`src/sv/clmt_pkg.sv`:
```
`timescale 1ns / 1ps
`default_nettype none

package clmt_pkg;

    localparam int LIST_DEPTH_DEF = 16;

    localparam int KEY_W  = 32;
    localparam int SVC_W  = 4;
    localparam int TIME_W = 32;
    localparam int CNT_W  = 8;
    localparam int SLOT_W = 4;
    localparam int OCC_W  = 5;

    localparam logic [CNT_W-1:0] CNT_MAX = '1;
    localparam logic [CNT_W-1:0] CNT_ONE = CNT_W'(1);

    typedef enum logic [1:0] {
        ST_IDLE,
        ST_CMP,
        ST_UPD
    } t_state;

    // one list entry as held in a cell
    typedef struct packed {
        logic [KEY_W-1:0]  key;
        logic [SVC_W-1:0]  svc;
        logic [TIME_W-1:0] tm;
        logic [CNT_W-1:0]  cnt;
        logic              valid;
    } t_entry;

    // broadcast from the sequencer to every cell
    typedef struct packed {
        logic              mode;
        logic              cmp;
        logic              upd;
        logic              hit;
        logic [KEY_W-1:0]  key;
        logic [SVC_W-1:0]  svc;
        logic [TIME_W-1:0] tm;
        logic [CNT_W-1:0]  cnt;
    } t_cell_ctl;

    // rippled down the chain: match seen so far, its count and its slot
    typedef struct packed {
        logic              found;
        logic [CNT_W-1:0]  cnt;
        logic [SLOT_W-1:0] slot;
    } t_link;

    function automatic logic [CNT_W-1:0] sat_inc(input logic [CNT_W-1:0] c);
        return (c == CNT_MAX) ? CNT_MAX : c + CNT_ONE;
    endfunction

endpackage

`default_nettype wire

```
`src/sv/clmt_ifs.sv`:
```
`timescale 1ns / 1ps
`default_nettype none

interface clmt_call_if;
    import clmt_pkg::*;
    logic              valid;
    logic              ready;
    logic [KEY_W-1:0]  caller_key;
    logic [SVC_W-1:0]  service_code;
    logic [TIME_W-1:0] call_time;

    modport source (output valid, caller_key, service_code, call_time, input ready);
    modport sink   (input valid, caller_key, service_code, call_time, output ready);
endinterface

interface clmt_result_if;
    import clmt_pkg::*;
    logic              valid;
    logic              ready;
    logic [SLOT_W-1:0] slot_index;
    logic [CNT_W-1:0]  repeat_count;
    logic              was_hit;
    logic              was_dropped;
    logic [OCC_W-1:0]  occupied;

    modport source (output valid, slot_index, repeat_count, was_hit, was_dropped, occupied,
                    input ready);
    modport sink   (input valid, slot_index, repeat_count, was_hit, was_dropped, occupied,
                    output ready);
endinterface

interface clmt_cfg_if;
    logic valid;
    logic ready;
    logic order_mode;

    modport source (output valid, order_mode, input ready);
    modport sink   (input valid, order_mode, output ready);
endinterface

`default_nettype wire

```
`src/sv/clmt_cell.sv`:
```
`timescale 1ns / 1ps
`default_nettype none

module clmt_cell
    import clmt_pkg::*;
(
    input  wire logic              i_clk,
    input  wire logic              i_rst_n,
    input  wire t_cell_ctl         i_ctl,
    input  wire logic              i_head,
    input  wire logic [SLOT_W-1:0] i_pos,
    input  wire t_entry            i_prev,
    input  wire t_link             i_link,
    output t_entry                 o_ent,
    output t_link                  o_link
);

    t_entry r_ent;
    logic   r_match;
    logic   w_write;
    logic   w_shift;
    t_entry w_new;

    always_comb begin
        w_new.key   = i_ctl.key;
        w_new.svc   = i_ctl.svc;
        w_new.tm    = i_ctl.tm;
        w_new.cnt   = i_ctl.cnt;
        w_new.valid = 1'b1;

        if (i_ctl.mode == 1'b0) begin
            // move to front: head takes the call, cells above the hit (or the
            // filled part on a miss) pull their neighbor's entry down
            w_write = i_head;
            w_shift = !i_head && (i_ctl.hit ? !i_link.found : i_prev.valid);
        end else begin
            // queue: the hit slot, or the first empty slot when there is no hit
            w_write = r_match || (!i_ctl.hit && i_prev.valid && !r_ent.valid);
            w_shift = 1'b0;
        end
    end

    always_ff @(posedge i_clk) begin
        if (!i_rst_n) begin
            r_ent.valid <= 1'b0;
            r_match     <= 1'b0;
        end else begin
            if (i_ctl.cmp) begin
                r_match <= r_ent.valid && (r_ent.key == i_ctl.key);
            end
            if (i_ctl.upd) begin
                if (w_write) begin
                    r_ent <= w_new;
                end else if (w_shift) begin
                    r_ent <= i_prev;
                end
            end
        end
    end

    // valid keys are unique, so at most one cell matches and OR-ing is a select
    always_comb begin
        o_link.found = i_link.found | r_match;
        o_link.cnt   = i_link.cnt  | (r_match ? r_ent.cnt : '0);
        o_link.slot  = i_link.slot | (r_match ? i_pos : '0);
    end

    assign o_ent = r_ent;

endmodule

`default_nettype wire

```
`src/sv/call_list_mru_table_core.sv`:
```
`timescale 1ns / 1ps
`default_nettype none

// Call list with repeat counts, held in a chain of LIST_DEPTH entry cells.
// Each call takes three steps: accept, compare (every cell compares its key)
// and update (cells either shift down to their neighbor or load the call);
// the result is held in an output register while the next call is accepted.
// The update step waits while an earlier result is not yet taken. order_mode
// (0 = move to front, 1 = arrival order queue) must be written through the
// config channel only while no call is in flight; the block does not enforce
// it. Valid entries always form a contiguous run from slot 0, tracked by an
// occupancy counter. slot_index and occupied wrap at their field width.
module call_list_mru_table_core
    import clmt_pkg::*;
#(
    parameter int LIST_DEPTH = LIST_DEPTH_DEF
) (
    input  wire logic    i_clk,
    input  wire logic    i_rst_n,
    clmt_cfg_if.sink     i_cfg,
    clmt_call_if.sink    i_call,
    clmt_result_if.source o_result
);

    localparam int OCNT_W = $clog2(LIST_DEPTH + 1);
    localparam logic [OCNT_W-1:0] OCC_FULL = OCNT_W'(LIST_DEPTH);
    localparam logic [OCNT_W-1:0] OCC_ONE  = OCNT_W'(1);

    t_state            r_state;
    t_state            n_state;
    logic              r_mode;
    logic [KEY_W-1:0]  r_key;
    logic [SVC_W-1:0]  r_svc;
    logic [TIME_W-1:0] r_time;
    logic [OCNT_W-1:0] r_occ;
    logic [OCNT_W-1:0] n_occ;

    logic              r_out_valid;
    logic [SLOT_W-1:0] r_slot;
    logic [CNT_W-1:0]  r_cnt;
    logic              r_hit;
    logic              r_drop;
    logic [OCC_W-1:0]  r_occ_out;

    logic              w_accept;
    logic              w_upd;
    logic              w_full;
    logic              w_hit;
    logic [CNT_W-1:0]  w_new_cnt;
    logic [SLOT_W-1:0] w_slot;
    logic              w_drop;
    t_cell_ctl         w_ctl;

    t_entry w_ent  [LIST_DEPTH];
    t_entry w_prev [LIST_DEPTH];
    t_link  w_link [LIST_DEPTH+1];

    assign i_cfg.ready  = 1'b1;
    assign i_call.ready = (r_state == ST_IDLE);
    assign w_accept     = i_call.valid && i_call.ready;

    always_comb begin
        n_state = r_state;
        w_upd   = 1'b0;
        unique case (r_state)
            ST_IDLE: begin
                if (w_accept) begin
                    n_state = ST_CMP;
                end
            end
            ST_CMP: begin
                n_state = ST_UPD;
            end
            ST_UPD: begin
                if (!r_out_valid || o_result.ready) begin
                    w_upd   = 1'b1;
                    n_state = ST_IDLE;
                end
            end
            default: begin
                n_state = ST_IDLE;
            end
        endcase
    end

    always_ff @(posedge i_clk) begin
        if (!i_rst_n) begin
            r_state <= ST_IDLE;
        end else begin
            r_state <= n_state;
        end
    end

    always_ff @(posedge i_clk) begin
        if (!i_rst_n) begin
            r_mode <= 1'b0;
        end else if (i_cfg.valid && i_cfg.ready) begin
            r_mode <= i_cfg.order_mode;
        end
    end

    always_ff @(posedge i_clk) begin
        if (w_accept) begin
            r_key  <= i_call.caller_key;
            r_svc  <= i_call.service_code;
            r_time <= i_call.call_time;
        end
    end

    // decision from the end of the chain
    assign w_full    = (r_occ == OCC_FULL);
    assign w_hit     = w_link[LIST_DEPTH].found;
    assign w_new_cnt = w_hit ? sat_inc(w_link[LIST_DEPTH].cnt) : CNT_ONE;
    assign w_drop    = r_mode && !w_hit && w_full;

    always_comb begin
        if (r_mode == 1'b0 || w_drop) begin
            w_slot = '0;
        end else if (w_hit) begin
            w_slot = w_link[LIST_DEPTH].slot;
        end else begin
            w_slot = SLOT_W'(r_occ);
        end
        n_occ = (!w_hit && !w_full) ? r_occ + OCC_ONE : r_occ;
    end

    always_comb begin
        w_ctl.mode = r_mode;
        w_ctl.cmp  = (r_state == ST_CMP);
        w_ctl.upd  = w_upd;
        w_ctl.hit  = w_hit;
        w_ctl.key  = r_key;
        w_ctl.svc  = r_svc;
        w_ctl.tm   = r_time;
        w_ctl.cnt  = w_new_cnt;
    end

    always_comb begin
        w_prev[0]       = '0;
        w_prev[0].valid = 1'b1;
        w_link[0]       = '0;
    end

    for (genvar g = 0; g < LIST_DEPTH; g++) begin : g_cell
        if (g > 0) begin : g_prev
            assign w_prev[g] = w_ent[g-1];
        end
        clmt_cell u_cell (
            .i_clk   (i_clk),
            .i_rst_n (i_rst_n),
            .i_ctl   (w_ctl),
            .i_head  (g == 0),
            .i_pos   (SLOT_W'(g)),
            .i_prev  (w_prev[g]),
            .i_link  (w_link[g]),
            .o_ent   (w_ent[g]),
            .o_link  (w_link[g+1])
        );
    end

    always_ff @(posedge i_clk) begin
        if (!i_rst_n) begin
            r_occ       <= '0;
            r_out_valid <= 1'b0;
        end else begin
            if (w_upd) begin
                r_occ       <= n_occ;
                r_out_valid <= 1'b1;
            end else if (o_result.ready) begin
                r_out_valid <= 1'b0;
            end
        end
    end

    always_ff @(posedge i_clk) begin
        if (w_upd) begin
            r_slot    <= w_slot;
            r_cnt     <= w_drop ? '0 : w_new_cnt;
            r_hit     <= w_hit;
            r_drop    <= w_drop;
            r_occ_out <= OCC_W'(n_occ);
        end
    end

    assign o_result.valid        = r_out_valid;
    assign o_result.slot_index   = r_slot;
    assign o_result.repeat_count = r_cnt;
    assign o_result.was_hit      = r_hit;
    assign o_result.was_dropped  = r_drop;
    assign o_result.occupied     = r_occ_out;

endmodule

`default_nettype wire

```
`src/flat_wrapper.sv`:
```
// flat-port wrapper written by rule: the top's interface ports become plain ports
module call_list_mru_table_core_flat import clmt_pkg::*;
#(
    parameter int LIST_DEPTH = LIST_DEPTH_DEF
)
  (i_clk, i_rst_n, i_cfg_valid, i_cfg_order_mode, i_cfg_ready, i_call_valid, i_call_caller_key, i_call_service_code, i_call_call_time, i_call_ready, o_result_valid, o_result_slot_index, o_result_repeat_count, o_result_was_hit, o_result_was_dropped, o_result_occupied, o_result_ready);
  clmt_cfg_if i_cfg_i ();
  clmt_call_if i_call_i ();
  clmt_result_if o_result_i ();
  input  wire logic i_clk;
  input  wire logic i_rst_n;
  input wire logic [$bits(i_cfg_i.valid)-1:0] i_cfg_valid;
  input wire logic [$bits(i_cfg_i.order_mode)-1:0] i_cfg_order_mode;
  output wire logic [$bits(i_cfg_i.ready)-1:0] i_cfg_ready;
  input wire logic [$bits(i_call_i.valid)-1:0] i_call_valid;
  input wire logic [$bits(i_call_i.caller_key)-1:0] i_call_caller_key;
  input wire logic [$bits(i_call_i.service_code)-1:0] i_call_service_code;
  input wire logic [$bits(i_call_i.call_time)-1:0] i_call_call_time;
  output wire logic [$bits(i_call_i.ready)-1:0] i_call_ready;
  output wire logic [$bits(o_result_i.valid)-1:0] o_result_valid;
  output wire logic [$bits(o_result_i.slot_index)-1:0] o_result_slot_index;
  output wire logic [$bits(o_result_i.repeat_count)-1:0] o_result_repeat_count;
  output wire logic [$bits(o_result_i.was_hit)-1:0] o_result_was_hit;
  output wire logic [$bits(o_result_i.was_dropped)-1:0] o_result_was_dropped;
  output wire logic [$bits(o_result_i.occupied)-1:0] o_result_occupied;
  input wire logic [$bits(o_result_i.ready)-1:0] o_result_ready;
  assign i_cfg_i.valid = i_cfg_valid;
  assign i_cfg_i.order_mode = i_cfg_order_mode;
  assign i_cfg_ready = i_cfg_i.ready;
  assign i_call_i.valid = i_call_valid;
  assign i_call_i.caller_key = i_call_caller_key;
  assign i_call_i.service_code = i_call_service_code;
  assign i_call_i.call_time = i_call_call_time;
  assign i_call_ready = i_call_i.ready;
  assign o_result_valid = o_result_i.valid;
  assign o_result_slot_index = o_result_i.slot_index;
  assign o_result_repeat_count = o_result_i.repeat_count;
  assign o_result_was_hit = o_result_i.was_hit;
  assign o_result_was_dropped = o_result_i.was_dropped;
  assign o_result_occupied = o_result_i.occupied;
  assign o_result_i.ready = o_result_ready;
  call_list_mru_table_core #(.LIST_DEPTH(LIST_DEPTH)) u_core (.i_clk(i_clk), .i_rst_n(i_rst_n), .i_cfg(i_cfg_i), .i_call(i_call_i), .o_result(o_result_i));
endmodule
```
`config.mk`:
```
export PLATFORM = sky130hd
export DESIGN_NAME = call_list_mru_table_core_flat
export DESIGN_NICKNAME = d
export VERILOG_FILES = /design/src/sv/clmt_pkg.sv /design/src/sv/clmt_ifs.sv /design/src/sv/clmt_cell.sv /design/src/sv/call_list_mru_table_core.sv /design/src/flat_wrapper.sv
export SDC_FILE = /design/constraint.sdc
export NUM_CORES = 1
export LEC_CHECK = 0
export BUFFER_PORTS_ARGS = -buffer_cell sky130_fd_sc_hd__buf_4
export CAP_MARGIN = 20
export CORE_MARGIN = 2
export CORE_UTILIZATION = 40
export CTS_CLUSTER_SIZE = 8
export DETAILED_ROUTE_END_ITERATION = 7
export SYNTH_ARGS = -nofsm -noshare
export SYNTH_HDL_FRONTEND = slang
export SYNTH_SLANG_ARGS = --single-unit
```
`constraint.sdc`:
```
create_clock -name i_clk -period 6.5 [get_ports i_clk]
set_clock_uncertainty 0.05 [all_clocks]
set_input_delay 1.3 -clock i_clk [delete_from_list [all_inputs] [get_ports i_clk]]
set_output_delay 1.3 -clock i_clk [all_outputs]
set_load 0.01 [all_outputs]
```
---- Word-level counts from Yosys, hierarchy flattened ----
Cells that the tools add are included.
word-level totals
  flip-flop bits (word level) ............. 1308
  bits in latches ......................... 0
  bits in writable memories ............... 0
  bits in read-only memories .............. 0
  bits of input ports ..................... 74
  output and inout port bits .............. 22
  memories ................................ 0
operators by class
  add/sub/neg operators ................... 2
  multipliers ............................. 0
  divide/modulo/power cells ............... 0
  $lt $le $gt $ge ......................... 0
  eq/ne operators ......................... 22
  shift operators ......................... 0
  mux-type cells .......................... 118
  bitwise logic cells ..................... 45
  reductions and logical operators ........ 153
operators by type and width
  operator                                                       number
  77-bit two-way mux                                             30
  32-bit == test                                                 16
  8-bit two-way mux                                              18
  8-bit OR                                                       15
  1-bit logical AND                                              51
  1-bit two-way mux                                              51
  3-bit AND reduction                                            16
  4-bit two-way mux                                              9
  1-bit zero test                                                34
  2-bit AND reduction                                            17
  4-bit OR                                                       8
  2-bit nonzero test                                             16
  1-bit logical OR                                               18
  4-bit by 3-bit OR with 4-bit output                            4
  1-bit OR                                                       15
  3-bit two-way mux                                              4
  8-bit by 1-bit adder with 8-bit output, second input constant  1
  8-bit == test, second input constant                           1
  2-bit two-way mux                                              4
  4-bit by 2-bit OR with 4-bit output                            2
  2-bit case mux with 3 select lines                             1
  5-bit by 1-bit adder with 5-bit output, second input constant  1
  5-bit == test, second input constant                           1
  5-bit two-way mux                                              1
  6 further kinds                                                6

---- Logic depth before layout (Yosys ltp) ----
  word-level depth ........................ 22
  depth in mapped cells ................... 13
  gate-level depth less buffers ........... 9

---- Cells and area by module ----
Synthesis repeated with hierarchy kept, for this count alone.
unflattened totals
  cells, all modules ...................... 3939
  area, all modules ....................... 64091.5 µm²
by module, submodules not included
  module                    instances  cells an instance  area an instance (µm²)
  clmt_cell                 16         234                3789.9
  call_list_mru_table_core  1          195                3453.3

---- Least setup slack after synthesis ----
OpenSTA, ideal clock, no wires.
  kind .................................... in2reg
  from .................................... input port o_result_ready
  to ...................................... register u_core.g_cell[7].u_cell.r_ent, in the netlist u_core.g_cell[7].u_cell.o_ent[1] (enable)
  arrival ................................. 4.379 ns
  required time ........................... 6.012 ns
  slack ................................... 1.633 ns
  cell stages on the path ................. 6
  path buffers ............................ 1
  cell sequence ........................... nand2b_1 nand2b_1 clkinv_1 clkbuf_1 o21ai_0 nor2_1
RTL lines
  element               RTL line            RTL
  from (decl)           flat_wrapper.sv:26  input wire logic [$bits(o_result_i.ready)-1:0] o_result_ready;
  to (signal assigned)  clmt_cell.sv:53     r_ent <= w_new;
  to (signal assigned)  clmt_cell.sv:55     r_ent <= i_prev;
  to (decl)             clmt_cell.sv:18     t_entry r_ent;

---- Worst setup path in the final report ----
  from .................................... register u_core.g_cell[14].u_cell.r_match
  to ...................................... register u_core.g_cell[14].u_cell.r_ent, in the netlist u_core.g_cell[14].u_cell.o_ent[1] (enable)
between the ends
  cells in the longest elaborated chain, start to end .. 9
ends and longest elaborated chain
  element                          RTL line         RTL
  from (decl)                      clmt_cell.sv:19  logic r_match;
  from (signal assigned)           clmt_cell.sv:49  r_match <= r_ent.valid && (r_ent.key == i_ctl.key);
  1-bit OR (2 in a row)            clmt_cell.sv:63  o_link.found = i_link.found | r_match;
  1-bit zero test                  clmt_cell.sv:38  w_write = r_match || (!i_ctl.hit && i_prev.valid && !r_ent.valid);
  1-bit logical AND (2 in a row)   clmt_cell.sv:38
  1-bit logical OR                 clmt_cell.sv:38
  1-bit two-way mux                clmt_cell.sv:31  if (i_ctl.mode == 1'b0) begin
  2-bit nonzero test (no line) *   -
  3-bit AND reduction (no line) *  -
  to (signal assigned)             clmt_cell.sv:53
  to (signal assigned)             clmt_cell.sv:55
  to (decl)                        clmt_cell.sv:18
Every way passes the cells marked *; elsewhere a longest branch is shown, timed or not.
A chain may end at the register's enable or synchronous reset.

==> impl_metrics.py <==
metrics = {
    "critical_path": {
        "arrival_ps": 4670,
        "cp.required_ps": 6820,
        "start_kind": "register",
        "slowest_stage": "nor4_1",
        "cp_common_cell": "buf_4",
        "path_max_fanout": 35,
        "slowest_delay_ps": 990,
        "crit_type": "reg2reg",
        "crit_chain": "buf_4 > nor4_1 > and4_1 > buf_4 > a21oi_1 > nor2_2 > buf_4 > a21oi_1 > nor2_4 > buf_4",
        "worstSetupEndpointType": "register",
    },
    "yosys": {
        "yosys.area.top_type_share_pct": 54.9,
        "yosys.area_share.simple_pct": 21.5,
        "syn_inst": 3842,
        "synth-seq-cells": 732,
        "synth_area_leaders": "edfxtp_1 (55%), nand2_1 (16%), xor2_1 (7.4%)",
        "synth-async-reset-ratio_pct": 0,
        "synthAdderAreaFrac_pct": 0.0992,
        "synthMuxAreaShare_pct": 0.552,
        "synth_cell_types": 62,
        "syn_area_per_cell_sq_um": 9.85,
        "synth_area_sq_mm": 0.0378,
        "synth_edf_count": 691,
        "ys.flop_type": "edfxtp_1",
        "synth_top_family_by_area": "simple AND/OR/NAND/NOR gates",
        "ys_warn_count": 0,
        "yosysSeqAreaShare_pct": 57.0,
        "synth_top_area_cell": "edfxtp_1",
        "synth-xor-area-share_pct": 12.0,
        "synth-compound-area-share_pct": 5.24,
        "syn-num-nets": 3919,
    },
    "job": {
        "maxCapViolations": 0,
    },
    "placed_design": {
        "gp_congestion": 0.944,
        "port_buffers": 58,
        "dp.final_hpwl_mm": 79.9,
        "place_inst": 4956,
        "place_ws_ps": 2050,
    },
    "global_route": {
        "antenna_found_initial": 2,
        "grt_remaining_overflow": 0,
        "grtUsageTotal_pct": 24.0,
        "grt_pass1_vias": 26600,
        "grt_max_degree": 44,
        "grt_pass1_wl_mm": 175,
    },
    "sta": {
        "slew-limit-headroom_pct": 20.5,
        "fin_setup_tns_ps": 0,
        "worst_pin_slew_ps": 1190,
        "setup_viol": 0,
        "setup_ws_ps": 2160,
        "drv_slew": 0,
        "hold_viol_final": 0,
        "max_clock_freq_mhz": 230,
        "hold_ws_ps": 456,
        "fin_crit_ps": 4340,
        "rsz0062_at_grt": "false",
        "min_period_over_period_pct": 66.8,
    },
    "clocking": {
        "post-cts-setup-buffers": 0,
        "cts_tree": "built",
        "htreeDepth": 3,
        "clock_insertion_delay_worst_skew_ps": 690,
        "cts_made_buffers": 102,
        "post_cts_resized": 0,
        "path_clk_slew_ps": 50,
        "cts_buffer_depth": 3,
        "root_buffer": "clkbuf_16",
        "cts_num_sinks": 732,
        "cts_hold_buf": 0,
    },
    "detailed_routing": {
        "drcViolationCount": 0,
        "vias": 28100,
        "postRouteAntennaNets": 0,
        "wl_per_cell_um": 23.1,
        "wirelength_mm": 118,
        "viasPerCell": 5.49,
        "dr.pass1.iters": 6,
        "drt-initial-drc-count": 3533,
    },
    "final_layout": {
        "layout.area.seq_sq_mm": 0.0216,
        "multiInputGateArea_sq_mm": 0.0151,
        "fin_cells": 5117,
        "post-route-util_pct": 45.6,
        "area_delta_synth_final_pct": 12.6,
        "drive_gt1_share_pct": 9.37,
        "nets": 3890,
        "fillers": 8649,
        "insertedDiodeCount": 0,
    },
    "floorplan": {
        "ios": 96,
        "core_area_sq_mm": 0.0935,
        "rows": 112,
        "die_w_um": 312,
        "start_util_pct": 40.5,
        "dieHeight_um": 312,
        "die_area_sq_mm": 0.0970,
    },
    "pwr": {
        "leakage_nw": 16.2,
        "power_density_mw_per_mm2": 249,
        "ir_drop_mv": 0.215,
    },
    "run_status": {
        "status": "completed",
    },
    "hold_path": {
        "min_path_type": "reg2reg",
    },
}
==> kinds of logic after synthesis <==
group,Yosys count
adder cells (fa/ha/maj),3
AND/OR/NAND/NOR,1954
buffers and inverters,320
multiplexers,19
AO/OA/AOI/OAI,294
other,1
XOR/XNOR,519
flip-flops,732
==> placed cells by master, fill, tap and decap left out, types with 15 or more instances in the layout <==
cell	count
nand2_1	1586
edfxtp_1	691
xor2_1	321
xnor2_1	198
buf_4	162
nor4_1	104
clkbuf_16	102
nand4_1	87
nor2_1	69
o21ai_0	62
clkbuf_1	42
dfxtp_1	40
a22oi_1	38
a21oi_1	37
o31ai_1	26
a31oi_1	24
o22ai_1	18
mux2_2	15
==> per-stage QoR <==
| step | power, mW | area (sq um) |
|---|---|---|
| 5_1_grt | 10.9 | 42600 |
| 3_5_place_dp | 5.74 | 39600 |
| 6_report | 10.6 | 42600 |
| 4_1_cts | 10.6 | 42500 |
| 3_3_place_gp | 5.73 | 39500 |
| 2_1_floorplan | 5.54 | 37800 |
==> state kept, by name, summed over array words and instances (netlist names) <==
| name | flops |
|---|---|
| u_core.o_result.valid | 1 |
| u_core.o_result.was_hit | 1 |
| u_core.o_result.repeat_count | 8 |
| u_core.g_cell.u_cell.r_match | 16 |
| u_core.r_occ | 5 |
| u_core.r_mode | 1 |
| u_core.o_result.was_dropped | 1 |
| u_core.r_state | 2 |
| u_core.o_result.slot_index | 4 |
| u_core.r_key | 32 |
| u_core.o_result.occupied | 5 |
| u_core.g_cell.u_cell.o_ent | 656 |
==> cells in the mapped netlist (14+ instances only) <==
library cell,count
dfxtp_1,41
nor2b_1,15
o21ai_0,62
clkbuf_1,180
nor4_1,104
a221oi_1,14
o22ai_1,18
nand2_1,1586
a31oi_1,26
buf_2,77
edfxtp_1,691
nand4_1,87
nor2_1,75
mux2_2,15
xnor2_1,198
o31ai_1,26
buf_1,36
a21oi_1,44
xor2_1,321
a22oi_1,38
==> cell type report <==
| type | count | share of cell area (%) |
|---|---|---|
| Timing Repair Buffer | 171 | 3.28 |
| Clock buffer | 144 | 6.36 |
| Tap cell | 1254 | 3.68 |
| Sequential cell | 732 | 50.6 |
| Inverter | 16 | 0.141 |
| Multi-Input combinational cell | 2790 | 35.5 |
| Clock inverter | 10 | 0.388 |
==> final timing paths <==
kind / from / endpoint / slack [ps] / cells after the start
max reg2reg: u_core.g_cell[14].u_cell.r_match / u_core.g_cell[14].u_cell.o_ent[1] / 2160 / 10
min reg2reg: u_core.r_occ[4] / u_core.r_occ[4] / 460 / 2
min: u_core.r_occ[4] / u_core.r_occ[4] / 460 / 2
max: u_core.g_cell[14].u_cell.r_match / u_core.g_cell[14].u_cell.o_ent[1] / 2160 / 10
==> power breakdown <==
group          switching (mW)  leakage, nW  internal [mW]
clock                    2.07         1.38           2.87
sequential             0.0264         6.56           5.12
combinational           0.344         8.22          0.157
==> critical path, delay by kind of cell (launching register included) <==
kind | cells | cell delay, ps
flip-flops | 1 | 290
AND/OR/NAND/NOR | 4 | 2180
buffers and inverters | 4 | 1200
AO/OA/AOI/OAI | 2 | 290
==> per-layer routing <==
metal	track usage, %	vias to the layer above	wire [um]
li1	-	12900	-
met1	34.3	13600	51500
met2	37.0	1326	52700
met3	3.71	229	10100
met4	8.60	2	4040
met5	0	-	9
Power figures use the tool's default switching activity.
